## src/hdl/trilinear_volume_sampler_assert.svh

```systemverilog
// ---------------------------------------------------------------------------
// trilinear_volume_sampler assertion macros
// Shared concurrent assertion forms for the sampler modules.
// ---------------------------------------------------------------------------
`ifndef TRILINEAR_VOLUME_SAMPLER_ASSERT_SVH
`define TRILINEAR_VOLUME_SAMPLER_ASSERT_SVH
`ifndef NO_ASSERTIONS
`define TVS_ASSERT_IMP(lbl, ante, cons) \
  lbl: assert property (@(posedge clk) disable iff (rst) (ante) |-> (cons)) \
    else $error("sampler assertion failed");
`define TVS_ASSERT_NEXT(lbl, ante, cons) \
  lbl: assert property (@(posedge clk) disable iff (rst) (ante) |=> (cons)) \
    else $error("sampler assertion failed");
`else
`define TVS_ASSERT_IMP(lbl, ante, cons)
`define TVS_ASSERT_NEXT(lbl, ante, cons)
`endif
`endif

```

## src/hdl/tvs_pkg.sv

```systemverilog
// ---------------------------------------------------------------------------
// tvs_pkg
// Types, constants and helper functions of the trilinear volume sampler.
// ---------------------------------------------------------------------------
`timescale 1ns / 1ps
package tvs_pkg;

  localparam int IDX_W      = 8;
  localparam int SIZE_W     = 9;
  localparam int FRAC_W     = 8;
  localparam int WGT_W      = 9;
  localparam int VOX_W      = 16;
  localparam int COORD_W    = 16;
  localparam int OUT_W      = 40;
  localparam int CFG_W      = 6;
  localparam int CFG_IDX_W  = 2;
  localparam int WIDX_W     = 5;
  localparam int DEF_MAX    = 32;
  localparam int FIFO_DEPTH = 4;

  localparam logic [CFG_IDX_W-1:0] CFG_ROWS   = 2'd0;
  localparam logic [CFG_IDX_W-1:0] CFG_COLS   = 2'd1;
  localparam logic [CFG_IDX_W-1:0] CFG_SLICES = 2'd2;

  localparam logic CMD_WRITE = 1'b0;
  localparam logic CMD_QUERY = 1'b1;

  localparam logic [CFG_W-1:0] CFG_RESET  = 6'd32;
  localparam logic [WGT_W-1:0] WEIGHT_ONE = 9'd256;

  typedef enum logic {BK_IDLE, BK_QUERY} back_state_t;

  typedef struct packed {
    logic [IDX_W-1:0]  lo;
    logic [IDX_W-1:0]  hi;
    logic [FRAC_W-1:0] frac;
  } axis_t;

  typedef struct packed {
    logic                    is_query;
    axis_t                   ax;
    axis_t                   ay;
    axis_t                   az;
    logic signed [VOX_W-1:0] value;
  } job_t;

  typedef struct packed {
    logic [SIZE_W-1:0] rows;
    logic [SIZE_W-1:0] cols;
    logic [SIZE_W-1:0] slices;
  } sizes_t;

  function automatic logic [SIZE_W-1:0] eff_size(input logic [CFG_W-1:0] r,
                                                 input logic [SIZE_W-1:0] mx);
    logic [SIZE_W-1:0] rx;
    rx = {{(SIZE_W-CFG_W){1'b0}}, r};
    if (rx == '0) return SIZE_W'(1);
    if (rx > mx) return mx;
    return rx;
  endfunction

  function automatic axis_t axis_split(input logic signed [COORD_W-1:0] c,
                                       input logic [SIZE_W-1:0] size);
    axis_t             a;
    logic [SIZE_W-1:0] top;
    logic [SIZE_W-1:0] ip;
    logic [SIZE_W-1:0] lo;
    logic [SIZE_W-1:0] lo1;
    top = size - SIZE_W'(1);
    ip  = {{(SIZE_W-7){1'b0}}, c[14:8]};
    a.frac = c[7:0];
    if (c[COORD_W-1]) begin
      lo = '0;
      a.frac = '0;
    end else if (ip >= top) begin
      lo = top;
      a.frac = '0;
    end else begin
      lo = ip;
    end
    lo1 = lo + SIZE_W'(1);
    a.lo = lo[IDX_W-1:0];
    a.hi = (lo1 < size) ? lo1[IDX_W-1:0] : top[IDX_W-1:0];
    return a;
  endfunction

endpackage

```

## src/hdl/tvs_queue.sv

```systemverilog
// ---------------------------------------------------------------------------
// tvs_queue
// Short job queue between front and back.
// ---------------------------------------------------------------------------
`timescale 1ns / 1ps
module tvs_queue #(
  parameter int DEPTH = tvs_pkg::FIFO_DEPTH
) (
  input  logic          clk,
  input  logic          rst,
  input  logic          push,
  input  tvs_pkg::job_t job_in,
  output logic          full,
  input  logic          pop,
  output tvs_pkg::job_t job_out,
  output logic          empty
);

  localparam int PW = (DEPTH > 1) ? $clog2(DEPTH) : 1;
  localparam int CW = $clog2(DEPTH + 1);

  tvs_pkg::job_t  slots [DEPTH];
  logic [PW-1:0]  wr_ptr;
  logic [PW-1:0]  rd_ptr;
  logic [CW-1:0]  count;

  assign full    = (count == CW'(DEPTH));
  assign empty   = (count == '0);
  assign job_out = slots[rd_ptr];

  always_ff @(posedge clk) begin
    if (push) slots[wr_ptr] <= job_in;
  end

  always_ff @(posedge clk) begin
    if (rst) begin
      wr_ptr <= '0;
      rd_ptr <= '0;
      count  <= '0;
    end else begin
      if (push) wr_ptr <= (wr_ptr == PW'(DEPTH - 1)) ? '0 : wr_ptr + PW'(1);
      if (pop)  rd_ptr <= (rd_ptr == PW'(DEPTH - 1)) ? '0 : rd_ptr + PW'(1);
      if (push && !pop) count <= count + CW'(1);
      else if (pop && !push) count <= count - CW'(1);
    end
  end

endmodule

```

## config.mk

```make
export PLATFORM = sky130hd
export DESIGN_NAME = tvs_queue
export DESIGN_NICKNAME = d
export VERILOG_FILES = /design/src/hdl/trilinear_volume_sampler_assert.svh /design/src/hdl/tvs_pkg.sv /design/src/hdl/tvs_queue.sv
export SDC_FILE = /design/constraint.sdc
export NUM_CORES = 1
export LEC_CHECK = 0
export BUFFER_PORTS_ARGS = -buffer_cell sky130_fd_sc_hd__buf_2
export CAP_MARGIN = 15
export CORE_AREA = 8 8 181 183
export DETAILED_ROUTE_END_ITERATION = 10
export DIE_AREA = 0 0 189 191
export PLACE_DENSITY = 0.61
export SLEW_MARGIN = 20
export SYNTH_ARGS = -nofsm -noshare
export SYNTH_HDL_FRONTEND = slang
export SYNTH_SLANG_ARGS = --single-unit
```

## constraint.sdc

```tcl
create_clock -name clk -period 3.6 [get_ports clk]
set_input_delay 0.36 -clock clk [delete_from_list [all_inputs] [get_ports clk]]
set_output_delay 0.36 -clock clk [all_outputs]
set_load 0.005 [all_outputs]
```

==> results.cfg <==
[timing]
fmax_mhz = 373
finalHoldViolCount = 0
worstMarginPinSlew_ns = 0.673
final.setup.tns_ns = 0
min_period_ns = 2.68
fin_worst_skew_ns = 0.00901
rsz0062_at_grt = no
setup_viol = 0
drv_slew = 0
slew_headroom_pct = 55.1
fin_crit_sh_pct = 74.5
timing.hold.ws_ns = 0.0645

[logic_synthesis]
ys_ff_latch = 365
syn_nets = 609
syn-cell-area_um2 = 13300
yosys_warnings = 0
ys_types = 20
synth.avg_cell_area_um2 = 26.0
synth_seq_area_share_pct = 82.0
postSynthCellCount = 509

[global_route]
grt_util_all_layers_pct = 14.2
gr-total-overflow = 0
grt_pass1_vias = 6849
antenna_found_initial = 3
grt_first_pass_wirelength_mm = 39.5
use_met2_pct = 24.7
met3_usage_pct = 3.83
busiest_layer = met2
met1_usage_pct = 17.2
grt_max_degree = 54

[layout]
final_cell_area_um2 = 15900
layout_commonest_cell = edfxtp_1
nets = 819
fillers = 2331
syn_to_final_growth_pct = 20.2
drive_gt1_share_pct = 45.3
n_antenna_cell = 0
layout_common_cells = edfxtp_1 (356), buf_2 (183), mux4_2 (89)
fin_util_pct = 53.1

[route]
wl_mm = 25.5
ant_nets = 0
drt-wirelength-per-cell_um = 22.3
drcViolationCount = 0
dr.first_iter.drc_count = 241
dr.pass1.iters = 6
vias = 5974
viasPerCell = 5.22

[setup_path]
worst_ep_required_time_ns = 3.24
end_kind = output pin
arrival_ns = 2.32
r2r_cells = 4
critical_path_class = reg -> out
critPathMaxFanout = 36
start_kind = flop

[placement]
io_buffers = 183
gp_congestion = 0.691
hpwlAfterDp_mm = 15.4
place_area_um2 = 14700

[cts]
root_buffer = clkbuf_16
ctsHoldBuffers = 0
clock_path_buffers = 3
insertion_delay_ns = 0.51
clock_sinks = 365
post_cts_buffers = 0
cts_max_level = 2
clk_pin_slew_ns = 0.06
cts_tree = yes
cts_buffers = 38
post_cts_resized = 0

[pwr]
p_total_mw = 9.45
p_per_area_nw_per_um2 = 593
p_leak_nw = 5.36
vdd_drop_max_mv = 0.382

[floorplanning]
pin_count = 184
core_um2 = 30000
row_count = 64
die_y_um = 191
dieArea_um2 = 36100
initial_core_util_pct = 44.1
die_width_um = 189

[run]
max-cap-violations = 0

[worst_hold_path]
timing.hold.worst_path_depth = 1
hp-class = in -> reg

[run_status]
status = finished clean
## per-stage QoR
step / std cells / setup WS [ns]
global placement: 1075 / 1.39
finish: 1144 / 0.918
CTS: 1144 / 0.826
floorplan: 509 / 0.532
global route: 1144 / 0.730
detailed placement: 1075 / 1.38
## power breakdown
group	switching (mW)	internal (mW)
Sequential	0.0734	4.87
Clock	1.50	2.30
Combinational	0.354	0.352
## synth_stat cells
| cell | number | area [um^2] |
|---|---|---|
| nor3b_1 | 2 | 15.0 |
| buf_6 | 1 | 11.3 |
| ha_1 | 6 | 75.1 |
| and2_1 | 4 | 25.0 |
| or3_1 | 1 | 6.26 |
| a21oi_1 | 2 | 10.0 |
| nor3_1 | 1 | 5.00 |
| edfxtp_1 | 356 | 10700 |
| o21ai_0 | 1 | 5.00 |
| buf_2 | 10 | 50.1 |
| dfxtp_1 | 9 | 180 |
| inv_1 | 4 | 15.0 |
| buf_8 | 1 | 15.0 |
| xor2_1 | 2 | 17.5 |
| buf_12 | 1 | 20.0 |
| fa_1 | 1 | 20.0 |
| mux4_2 | 89 | 2000 |
| mux2i_1 | 4 | 40.0 |
| nor2_1 | 7 | 26.3 |
| clkbuf_1 | 7 | 26.3 |
## sequential cells by signal, indices dropped and copies added, names as in the netlist, named ones only
signal / cells
count: 3
rd_ptr: 2
slots: 356
wr_ptr: 2
## final cells by class
cell class	count	area, um^2	share of cell area [%]
flip-flops and latches	365	10900	68.2
multi-input cells	120	2260	14.2
clock buffers	49	1070	6.69
repair buffers	190	1060	6.62
well taps	396	495	3.11
clock inverters	20	170	1.07
inverters	4	15.0	0.0942
## worst max-delay path, stage by stage (launching register included)
cell     delay (ns)
dfxtp_4        0.68
buf_12         0.36
mux4_2         0.57
buf_2          0.15
## cell families (layout without fill, tap and decap cells)
| group | Yosys count | in the layout | synth area share [%] |
|---|---|---|---|
| buffers and inverters | 24 | 263 | 1.04 |
| and+or+nand+nor | 15 | 15 | 0.585 |
| adders and majority gates | 7 | 7 | 0.717 |
| AOI/OAI and AO/OA | 3 | 3 | 0.113 |
| muxes | 93 | 93 | 15.4 |
| xor gates and xnor gates | 2 | 2 | 0.132 |
| DFF | 365 | 365 | 82.0 |
## worst paths after layout
| path | from | end | slack (ns) |
|---|---|---|---|
| worst min-delay path | job_in[14] | slots[2][14] | 0.06 |
| worst min register to register | count[2] | count[2] | 0.52 |
| worst max register to register | wr_ptr[0] | slots[2][63] | 1.66 |
| worst max-delay path | flop | job_out[49] | 0.92 |
## layer usage
layer / vias to the layer above / wire length (um)
li1: 2613 / -
met1: 3153 / 10400
met2: 156 / 13000
met3: 46 / 1590
met4: 6 / 496
met5: - / 26
Note: power is estimated with default switching activity, not from simulation.
