`config.mk`:
```
export PLATFORM = sky130hd
export DESIGN_NAME = tvs_front
export DESIGN_NICKNAME = d
export VERILOG_FILES = /design/src/hdl/trilinear_volume_sampler_assert.svh /design/src/hdl/tvs_pkg.sv /design/src/hdl/tvs_front.sv
export SDC_FILE = /design/constraint.sdc
export NUM_CORES = 1
export LEC_CHECK = 0
export BUFFER_PORTS_ARGS = -buffer_cell sky130_fd_sc_hd__buf_2
export CAP_MARGIN = 30
export CORE_MARGIN = 4
export CORE_UTILIZATION = 50
export DETAILED_ROUTE_END_ITERATION = 6
export GPL_TIMING_DRIVEN = 1
export PLACE_DENSITY = 0.86
export SYNTH_ARGS = -nofsm -noshare
export SYNTH_HDL_FRONTEND = slang
export SYNTH_SLANG_ARGS = --single-unit
```
`constraint.sdc`:
```
create_clock -name vclk -period 19.7
set_clock_uncertainty 0.1 [all_clocks]
set_input_delay 1.97 -clock vclk [all_inputs]
set_output_delay 1.97 -clock vclk [all_outputs]
set_load 0.03 [all_outputs]
```
`src/hdl/trilinear_volume_sampler_assert.svh`:
```
// ---------------------------------------------------------------------------
// trilinear_volume_sampler assertion macros
// Shared concurrent assertion forms for the sampler modules.
// ---------------------------------------------------------------------------
`ifndef TRILINEAR_VOLUME_SAMPLER_ASSERT_SVH
`define TRILINEAR_VOLUME_SAMPLER_ASSERT_SVH
`ifndef NO_ASSERTIONS
`define TVS_ASSERT_IMP(lbl, ante, cons) \
  lbl: assert property (@(posedge clk) disable iff (rst) (ante) |-> (cons)) \
    else $error("sampler assertion failed");
`define TVS_ASSERT_NEXT(lbl, ante, cons) \
  lbl: assert property (@(posedge clk) disable iff (rst) (ante) |=> (cons)) \
    else $error("sampler assertion failed");
`else
`define TVS_ASSERT_IMP(lbl, ante, cons)
`define TVS_ASSERT_NEXT(lbl, ante, cons)
`endif
`endif

```
`src/hdl/tvs_pkg.sv`:
```
// ---------------------------------------------------------------------------
// tvs_pkg
// Types, constants and helper functions of the trilinear volume sampler.
// ---------------------------------------------------------------------------
`timescale 1ns / 1ps
package tvs_pkg;

  localparam int IDX_W      = 8;
  localparam int SIZE_W     = 9;
  localparam int FRAC_W     = 8;
  localparam int WGT_W      = 9;
  localparam int VOX_W      = 16;
  localparam int COORD_W    = 16;
  localparam int OUT_W      = 40;
  localparam int CFG_W      = 6;
  localparam int CFG_IDX_W  = 2;
  localparam int WIDX_W     = 5;
  localparam int DEF_MAX    = 32;
  localparam int FIFO_DEPTH = 4;

  localparam logic [CFG_IDX_W-1:0] CFG_ROWS   = 2'd0;
  localparam logic [CFG_IDX_W-1:0] CFG_COLS   = 2'd1;
  localparam logic [CFG_IDX_W-1:0] CFG_SLICES = 2'd2;

  localparam logic CMD_WRITE = 1'b0;
  localparam logic CMD_QUERY = 1'b1;

  localparam logic [CFG_W-1:0] CFG_RESET  = 6'd32;
  localparam logic [WGT_W-1:0] WEIGHT_ONE = 9'd256;

  typedef enum logic {BK_IDLE, BK_QUERY} back_state_t;

  typedef struct packed {
    logic [IDX_W-1:0]  lo;
    logic [IDX_W-1:0]  hi;
    logic [FRAC_W-1:0] frac;
  } axis_t;

  typedef struct packed {
    logic                    is_query;
    axis_t                   ax;
    axis_t                   ay;
    axis_t                   az;
    logic signed [VOX_W-1:0] value;
  } job_t;

  typedef struct packed {
    logic [SIZE_W-1:0] rows;
    logic [SIZE_W-1:0] cols;
    logic [SIZE_W-1:0] slices;
  } sizes_t;

  function automatic logic [SIZE_W-1:0] eff_size(input logic [CFG_W-1:0] r,
                                                 input logic [SIZE_W-1:0] mx);
    logic [SIZE_W-1:0] rx;
    rx = {{(SIZE_W-CFG_W){1'b0}}, r};
    if (rx == '0) return SIZE_W'(1);
    if (rx > mx) return mx;
    return rx;
  endfunction

  function automatic axis_t axis_split(input logic signed [COORD_W-1:0] c,
                                       input logic [SIZE_W-1:0] size);
    axis_t             a;
    logic [SIZE_W-1:0] top;
    logic [SIZE_W-1:0] ip;
    logic [SIZE_W-1:0] lo;
    logic [SIZE_W-1:0] lo1;
    top = size - SIZE_W'(1);
    ip  = {{(SIZE_W-7){1'b0}}, c[14:8]};
    a.frac = c[7:0];
    if (c[COORD_W-1]) begin
      lo = '0;
      a.frac = '0;
    end else if (ip >= top) begin
      lo = top;
      a.frac = '0;
    end else begin
      lo = ip;
    end
    lo1 = lo + SIZE_W'(1);
    a.lo = lo[IDX_W-1:0];
    a.hi = (lo1 < size) ? lo1[IDX_W-1:0] : top[IDX_W-1:0];
    return a;
  endfunction

endpackage

```
`src/hdl/tvs_front.sv`:
```
// ---------------------------------------------------------------------------
// tvs_front
// Accepts beats, drops out-of-range writes and splits query coordinates.
// ---------------------------------------------------------------------------
`timescale 1ns / 1ps
module tvs_front (
  input  logic                                  in_valid,
  output logic                                  in_ready,
  input  logic                                  cmd,
  input  logic [tvs_pkg::WIDX_W-1:0]            row_index,
  input  logic [tvs_pkg::WIDX_W-1:0]            col_index,
  input  logic [tvs_pkg::WIDX_W-1:0]            slice_index,
  input  logic signed [tvs_pkg::VOX_W-1:0]      voxel_value,
  input  logic signed [tvs_pkg::COORD_W-1:0]    coord_x,
  input  logic signed [tvs_pkg::COORD_W-1:0]    coord_y,
  input  logic signed [tvs_pkg::COORD_W-1:0]    coord_z,
  input  tvs_pkg::sizes_t                       sizes,
  input  logic                                  q_full,
  output logic                                  q_push,
  output tvs_pkg::job_t                         q_job
);

  localparam int PADW = tvs_pkg::SIZE_W - tvs_pkg::WIDX_W;

  logic in_range;
  logic is_query;

  always_comb begin
    is_query = (cmd == tvs_pkg::CMD_QUERY);
    in_range = ({{PADW{1'b0}}, row_index} < sizes.rows) &&
               ({{PADW{1'b0}}, col_index} < sizes.cols) &&
               ({{PADW{1'b0}}, slice_index} < sizes.slices);
    in_ready = !q_full;
    q_push   = in_valid && !q_full && (is_query || in_range);
    q_job.is_query = is_query;
    q_job.value    = voxel_value;
    if (is_query) begin
      q_job.ax = tvs_pkg::axis_split(coord_x, sizes.rows);
      q_job.ay = tvs_pkg::axis_split(coord_y, sizes.cols);
      q_job.az = tvs_pkg::axis_split(coord_z, sizes.slices);
    end else begin
      q_job.ax = '{lo: tvs_pkg::IDX_W'(row_index), hi: '0, frac: '0};
      q_job.ay = '{lo: tvs_pkg::IDX_W'(col_index), hi: '0, frac: '0};
      q_job.az = '{lo: tvs_pkg::IDX_W'(slice_index), hi: '0, frac: '0};
    end
  end

endmodule

```
==> results.json, run 1 <==
{
  "relSlewSlack_pct": 42.2,
  "insertedDiodeCount": 0,
  "whs_path_depth": 0,
  "maxCapViolations": 0,
  "final_antenna_net_count": 0,
  "drive_gt1_share_pct": 26.1,
  "gp_congestion": 1.03,
  "crit_type": "primary input to output port",
  "highest_layer": "met4",
  "seq_cells": 0,
  "grt_max_degree": 28,
  "row_count": 32,
  "initial_core_util_pct": 52.0,
  "grt_overflow": 0,
  "syn-cell-area_um2": 4060,
  "die_area_um2": 9630,
  "power_density_nw_per_um2": 28.2,
  "synthCells": 600,
  "post-route-min-period_ns": 10.34,
  "grt_antenna_before_repair": 0,
  "core_area_um2": 7810,
  "wl_per_cell_um": 17.8,
  "wl_met2_um": 6810,
  "yosys_warnings": 0,
  "arrival_ns": 8.27,
  "min_from": "voxel_value[0]",
  "dp_slack_ns": 9.50,
  "finalWorstSetupSlack_ns": 9.36,
  "hold_viol": 0,
  "num_vias": 5226,
  "via_per_inst": 6.27,
  "setup_tns_ns": 0,
  "irDropWorstVdd_mv": 0.0151,
  "fmax_ghz": 0.0967,
  "cts-resized-gates": 0,
  "m1WireLength_um": 5920,
  "grt_pass1_wl_um": 24000,
  "drc": 0,
  "first_global_vias": 5036,
  "worstSetupEndpointType": "output port",
  "yosys.area.top_type": "ha_1",
  "rsz0062_at_grt": "false",
  "timing.final.crit_share_pct": 52.5,
  "cp-start-kind": "primary input",
  "worst_ep_required_time_ns": 17.63,
  "hold_path.class": "primary input to output port",
  "die_height_um": 98.1,
  "synth_cell_type_count": 68,
  "status": "finished, final reports clean",
  "setup_viol": 0,
  "postCtsSetupBuffers": 0,
  "drv_slew": 0,
  "routed_wl_um": 14800,
  "grtUsageTotal_pct": 28.9,
  "port_buffers": 165,
  "dp_hpwl_um": 12500,
  "path_max_fanout": 12,
  "hold_end": "q_job[0]",
  "yosysSeqAreaShare_pct": 0,
  "p_leak_nw": 2.48,
  "drt-initial-drc-count": 380,
  "cts_hold_buf": 0,
  "area_growth_pct": 18.6,
  "seq_area_um2": 0,
  "io_pins": 200,
  "syn_area_per_cell_um2": 6.77,
  "drt_first_pass_iters": 5,
  "wl_met3_um": 1630,
  "fin_nets": 905,
  "clkbuf_count": 0,
  "synth.area.top_cells": "ha_1 19%, xnor2_1 5.2%, o21ai_0 4.9%",
  "worstMarginPinSlew_ns": 0.867,
  "die_w_um": 98.1,
  "synth_top_area_share_pct": 19.4
}
==> critical path, cell delays in order <==
cell and delay, ns:
buf_2 0.16, inv_1 0.13, ha_1 0.28, or4b_2 0.64, or3_1 0.35, and2_1 0.22, ha_1 0.28, o21ai_0 0.08
nand2b_1 0.08, o41ai_1 0.11, a21oi_1 0.69, nor2_1 0.08, a211oi_1 0.35, ha_1 0.31, nor2b_1 0.25, o221ai_1 0.18
xor2_1 0.18, mux2i_1 0.23, ha_1 0.29, o21ai_0 0.15, nand2b_1 0.10, a31oi_1 0.49, a21oi_1 0.16, a311oi_1 0.27
buf_2 0.24
==> worst max-delay path by stage <==
stage,startpoint,end,slack [ns],cells past startpoint
after CTS,sizes[9],q_job[50],9.50,25
after detailed placement,sizes[18],q_job[75],9.50,29
after floorplan,sizes[0],q_job[24],9.97,27
final,sizes[9],q_job[50],9.36,25
after global placement,sizes[0],q_job[27],9.81,26
after global routing,sizes[9],q_job[50],8.72,25
==> metal layers <==
layer | vias up | GRT usage, %
met2 | 356 | 48.7
li1 | 2473 | -
met3 | 54 | 5.71
met1 | 2343 | 37.2
met4 | 0 | 8.41
met5 | - | 0
==> logic make-up (layout without fill, tap and decap cells) <==
kind of cell | after synthesis | in the layout | share of synthesized area (%)
AOI/OAI and AO/OA | 175 | 175 | 29.6
xor gates and xnor gates | 33 | 33 | 7.12
adders and majority gates | 63 | 63 | 19.4
buffers and inverters | 86 | 212 | 10.4
muxes | 15 | 15 | 3.88
other | 1 | 6 | 0.0924
and+or+nand+nor | 227 | 227 | 29.5
==> area by class of cell <==
class	instances	area, µm²
well taps	102	128
inverters	45	169
multi-input cells	519	3660
repair buffers	167	861
fillers	771	2990
==> stage by stage <==
stage | instance area, µm² | utilization (%) | power [mW] | hold WS (ns) | std cells
after floorplan | 4080 | - | 0.0970 | 3.95 | 605
after global placement | 4790 | 61.3 | 0.129 | 3.84 | 832
after detailed placement | 4810 | 61.7 | 0.133 | 3.84 | 833
after CTS | 4810 | 61.7 | 0.133 | 3.84 | 833
after global routing | 4810 | 61.7 | 0.148 | 3.84 | 833
final | 4810 | 61.7 | 0.136 | 3.84 | 833
==> layout by cell type, fill, tap and decap left out, types with 5 or more instances in the layout <==
master     count
nand4_1       13
nor2_1        45
nand2b_1      14
o2bb2ai_1      7
nor2b_1        8
a211oi_1      16
o211ai_1       5
and2_1        20
ha_1          63
nand3_1       16
nor3_1        27
mux2i_1        9
mux2_2         6
xor2_1         9
buf_2        165
o31ai_1        6
xnor2_1       24
a21o_1        13
nand2_1       41
and3_1        12
inv_1         44
o21ai_0       40
a21oi_1       34
conb_1         6
==> cell usage after synthesis (8+ instances only) <==
cell      number
a211oi_1      16
a21o_1        13
a21oi_1       34
and2_1        20
and3_1        12
buf_2          8
buf_4         20
clkbuf_1      11
ha_1          63
inv_1         44
mux2i_1        9
nand2_1       41
nand2b_1      14
nand3_1       16
nand4_1       13
nor2_1        45
nor2b_1        8
nor3_1        27
o21ai_0       40
xnor2_1       24
xor2_1         9
==> power by group <==
part	internal [mW]	switching [mW]	total, mW	leakage, nW
registers	0	0	0	0
logic	0.0482	0.0874	0.136	2.48
clock network	0	0	0	0
total	0.0482	0.0874	0.136	2.48
(Power assumes the default switching activity.)
==> run 2: changes to the inputs <==
--- a/config.mk
+++ b/config.mk
@@ -8,10 +8,10 @@
 export BUFFER_PORTS_ARGS = -buffer_cell sky130_fd_sc_hd__buf_2
 export CAP_MARGIN = 30
 export CORE_MARGIN = 4
-export CORE_UTILIZATION = 50
+export CORE_UTILIZATION = 49
 export DETAILED_ROUTE_END_ITERATION = 6
 export GPL_TIMING_DRIVEN = 1
-export PLACE_DENSITY = 0.86
+export PLACE_DENSITY = 0.85
 export SYNTH_ARGS = -nofsm -noshare
 export SYNTH_HDL_FRONTEND = slang
 export SYNTH_SLANG_ARGS = --single-unit
==> constraint.sdc (replaced) <==
create_clock -name vclk -period 10.51
set_clock_uncertainty 0.1 [all_clocks]
set_input_delay 1.051 -clock vclk [all_inputs]
set_output_delay 1.051 -clock vclk [all_outputs]
set_load 0.03 [all_outputs]
==> results.json, run 2 (synthesized netlist as in run 1, its figures left out) <==
{
  "status": "finished, final reports clean",
  "via_per_inst": 6.35,
  "drc": 0,
  "die_height_um": 99.0,
  "seq_area_um2": 0,
  "maxCapViolations": 0,
  "routed_wl_um": 15000,
  "whs_ns": 2.00,
  "core_area_um2": 7890,
  "hold_viol": 0,
  "p_switching_mw": 0.165,
  "fmax_ghz": 0.117,
  "utilization_pct": 61.0,
  "setup_tns_ns": 0,
  "cp-start-kind": "primary input",
  "clkbuf_count": 0,
  "relSlewSlack_pct": 41.0,
  "rsz0062_at_grt": "false",
  "crit_family": "compound AO/OA/AOI/OAI gates",
  "gp_congestion": 1.08,
  "drt-initial-drc-count": 371,
  "arrival_ns": 7.37,
  "final_common_cell": "buf_2",
  "row_count": 32,
  "intPower_mw": 0.0904,
  "insertedDiodeCount": 0,
  "grt_overflow": 0,
  "cp_num_buf_inv": 3,
  "die_w_um": 99.0,
  "io_pins": 200,
  "die_area_um2": 9810,
  "postCtsSetupBuffers": 0,
  "nFillCells": 761,
  "num_vias": 5287,
  "power_density_nw_per_um2": 53.2,
  "path_max_fanout": 17,
  "first_global_vias": 5002,
  "seq_cells": 0,
  "hold_path.class": "primary input to output port",
  "final_cell_mix": "165 x buf_2, 63 x ha_1, 45 x nor2_1",
  "finalWorstSetupSlack_ns": 1.99,
  "worstSetupEndpointType": "output port",
  "grtUsageTotal_pct": 28.1,
  "wl_per_cell_um": 18.0,
  "grt_antenna_before_repair": 0,
  "cts-resized-gates": 0,
  "drt_first_pass_iters": 5,
  "fin_nets": 905,
  "drive_gt1_share_pct": 26.1,
  "dp_hpwl_um": 12600,
  "comb_power_share_pct": 100.0,
  "area_growth_pct": 18.6,
  "final_antenna_net_count": 0,
  "post-route-min-period_ns": 8.52,
  "timing.final.crit_share_pct": 81.1,
  "slowest_stage": "nand2_1",
  "worstMarginPinSlew_ns": 0.885,
  "irDropWorstVdd_mv": 0.0382,
  "grt_max_degree": 24,
  "setup_viol": 0,
  "initial_core_util_pct": 51.5,
  "drv_slew": 0,
  "worst_ep_required_time_ns": 9.36,
  "dp_slack_ns": 2.14,
  "pwr-share-clk_pct": 0,
  "crit_top_cell": "o21ai_0",
  "grt_pass1_wl_um": 23500,
  "critical-path-max-stage-delay_ns": 0.40,
  "p_leak_nw": 2.48,
  "cts_hold_buf": 0,
  "p_sw_share_pct": 64.7,
  "power.share.sequential_pct": 0,
  "crit_type": "primary input to output port",
  "port_buffers": 165
}
==> run 2: cell counts in the layout (fill, tap and decap cells not counted) <==
Identical to the previous run, type by type.
==> run 2: per-layer routing <==
metal | routed length [µm] | GRT usage [%] | vias to the layer above
met2 | 6850 | 47.0 | 408
met1 | 5710 | 36.1 | 2342
met4 | 604 | 11.7 | 0
met5 | 0 | 0 | -
li1 | - | - | 2474
met3 | 1840 | 3.68 | 63
==> run 2: cell type report <==
cell class | instances | area (µm²) | area share [%]
Inverter | 45 | 169 | 3.51
Multi-Input combinational cell | 519 | 3660 | 76.0
Tap cell | 102 | 128 | 2.65
Timing Repair Buffer | 167 | 861 | 17.9
==> run 2: worst paths after layout <==
path	from	endpoint	depth (start not counted)
worst max-delay path	sizes[18]	q_job[76]	29
worst min-delay path	voxel_value[15]	q_job[15]	0
==> run 2: power by group through the flow <==
stage / clock network [mW] / registers [mW] / logic (mW)
5_1_grt: 0 / 0 / 0.277
3_5_place_dp: 0 / 0 / 0.250
3_3_place_gp: 0 / 0 / 0.242
4_1_cts: 0 / 0 / 0.251
6_report: 0 / 0 / 0.256
2_1_floorplan: 0 / 0 / 0.182
==> run 2: stage by stage <==
step	instances	area, µm²	power [mW]
after floorplan	605	4080	0.182
after global placement	832	4790	0.242
after detailed placement	833	4810	0.250
after CTS	833	4810	0.251
after global routing	833	4810	0.277
final	833	4810	0.256
==> run 3: changes to the inputs <==
==> constraint.sdc (replaced) <==
create_clock -name vclk -period 8.6
set_clock_uncertainty 0.1 [all_clocks]
set_input_delay 0.86 -clock vclk [all_inputs]
set_output_delay 0.86 -clock vclk [all_outputs]
set_load 0.03 [all_outputs]
==> results.json, run 3 (synthesized netlist as in run 1, its figures left out) <==
{
  "wl_per_cell_um": 17.9,
  "seq_area_um2": 0,
  "whs_ns": 1.62,
  "drt-initial-drc-count": 358,
  "die_height_um": 99.0,
  "crit_top_cell": "o21ai_0",
  "post-route-min-period_ns": 8.14,
  "critical-path-max-stage-delay_ns": 0.39,
  "irDropWorstVdd_mv": 0.0430,
  "worstMarginPinSlew_ns": 0.861,
  "routed_wl_um": 15000,
  "timing.final.crit_share_pct": 94.6,
  "drv_slew": 0,
  "hold_viol": 0,
  "fin_nets": 908,
  "final_antenna_net_count": 0,
  "grt_pass1_wl_um": 23600,
  "setup_viol": 0,
  "drc": 0,
  "design_area_um2": 4850,
  "arrival_ns": 7.18,
  "cp-start-kind": "primary input",
  "final_cell_mix": "165 x buf_2, 63 x ha_1, 45 x nor2_1",
  "die_area_um2": 9810,
  "path_max_fanout": 9,
  "finalWorstSetupSlack_ns": 0.465,
  "first_global_vias": 4884,
  "die_w_um": 99.0,
  "core_area_um2": 7890,
  "io_pins": 200,
  "insertedDiodeCount": 0,
  "grt_max_degree": 23,
  "gp_congestion": 1.03,
  "rsz0062_at_grt": "true",
  "dp_hpwl_um": 12500,
  "port_buffers": 165,
  "worst_ep_required_time_ns": 7.64,
  "finalPower_mw": 0.315,
  "p_leak_nw": 2.50,
  "via_per_inst": 6.30,
  "num_vias": 5266,
  "row_count": 32,
  "maxCapViolations": 0,
  "worstSetupEndpointType": "output port",
  "crit_type": "primary input to output port",
  "seq_cells": 0,
  "grtUsageTotal_pct": 28.1,
  "drt_first_pass_iters": 5,
  "post_dp_cell_area_um2": 4840,
  "postCtsSetupBuffers": 0,
  "area_growth_pct": 19.4,
  "clkbuf_count": 0,
  "dp_slack_ns": 0.523,
  "relSlewSlack_pct": 42.1,
  "cts_hold_buf": 0,
  "slowest_stage": "a2111oi_0",
  "final_common_cell": "buf_2",
  "grt_antenna_before_repair": 0,
  "initial_core_util_pct": 51.5,
  "hold_path.class": "primary input to output port",
  "drive_gt1_share_pct": 26.7,
  "cts-resized-gates": 0,
  "grt_overflow": 0,
  "status": "finished, final reports clean",
  "power_density_nw_per_um2": 65.1,
  "fmax_ghz": 0.123
}
## run 3: critical path, delay by kind of cell
family          cells  cell delay, ns
compound gates     11            3.01
simple gates        8            1.54
fa+ha+maj           3            0.87
buf+inv             3            0.53
xor+xnor            2            0.34
## run 3: stage by stage
stage	setup TNS [ns]	utilization, %	std cells
CTS	0	61.3	836
finish	0	61.4	836
global placement	0	61.0	835
global route	-0.00893	61.4	836
detailed placement	0	61.3	836
floorplan	0	-	605
## run 3: power by group
group | total (mW) | leakage, nW | internal (mW) | switching, mW
clock | 0 | 0 | 0 | 0
combinational | 0.315 | 2.50 | 0.112 | 0.203
sequential | 0 | 0 | 0 | 0
## run 3: layout make-up
| type | count | area (µm²) |
|---|---|---|
| fill | 773 | 3040 |
| inverter | 45 | 169 |
| multi-input combinational | 519 | 3670 |
| tap | 102 | 128 |
| timing repair buffer | 170 | 883 |
## run 3: final timing paths
check	from	to	slack, ns	depth (start not counted)
max	sizes[18]	q_job[75]	0.46	27
min	voxel_value[15]	q_job[15]	1.62	0
## run 3: per-layer routing
layer	vias to the layer above	global-route usage (%)	wire length (µm)
li1	2480	-	-
met1	2375	37.4	5960
met2	357	47.0	6860
met3	54	2.48	1640
met4	0	10.1	502
met5	-	0	0
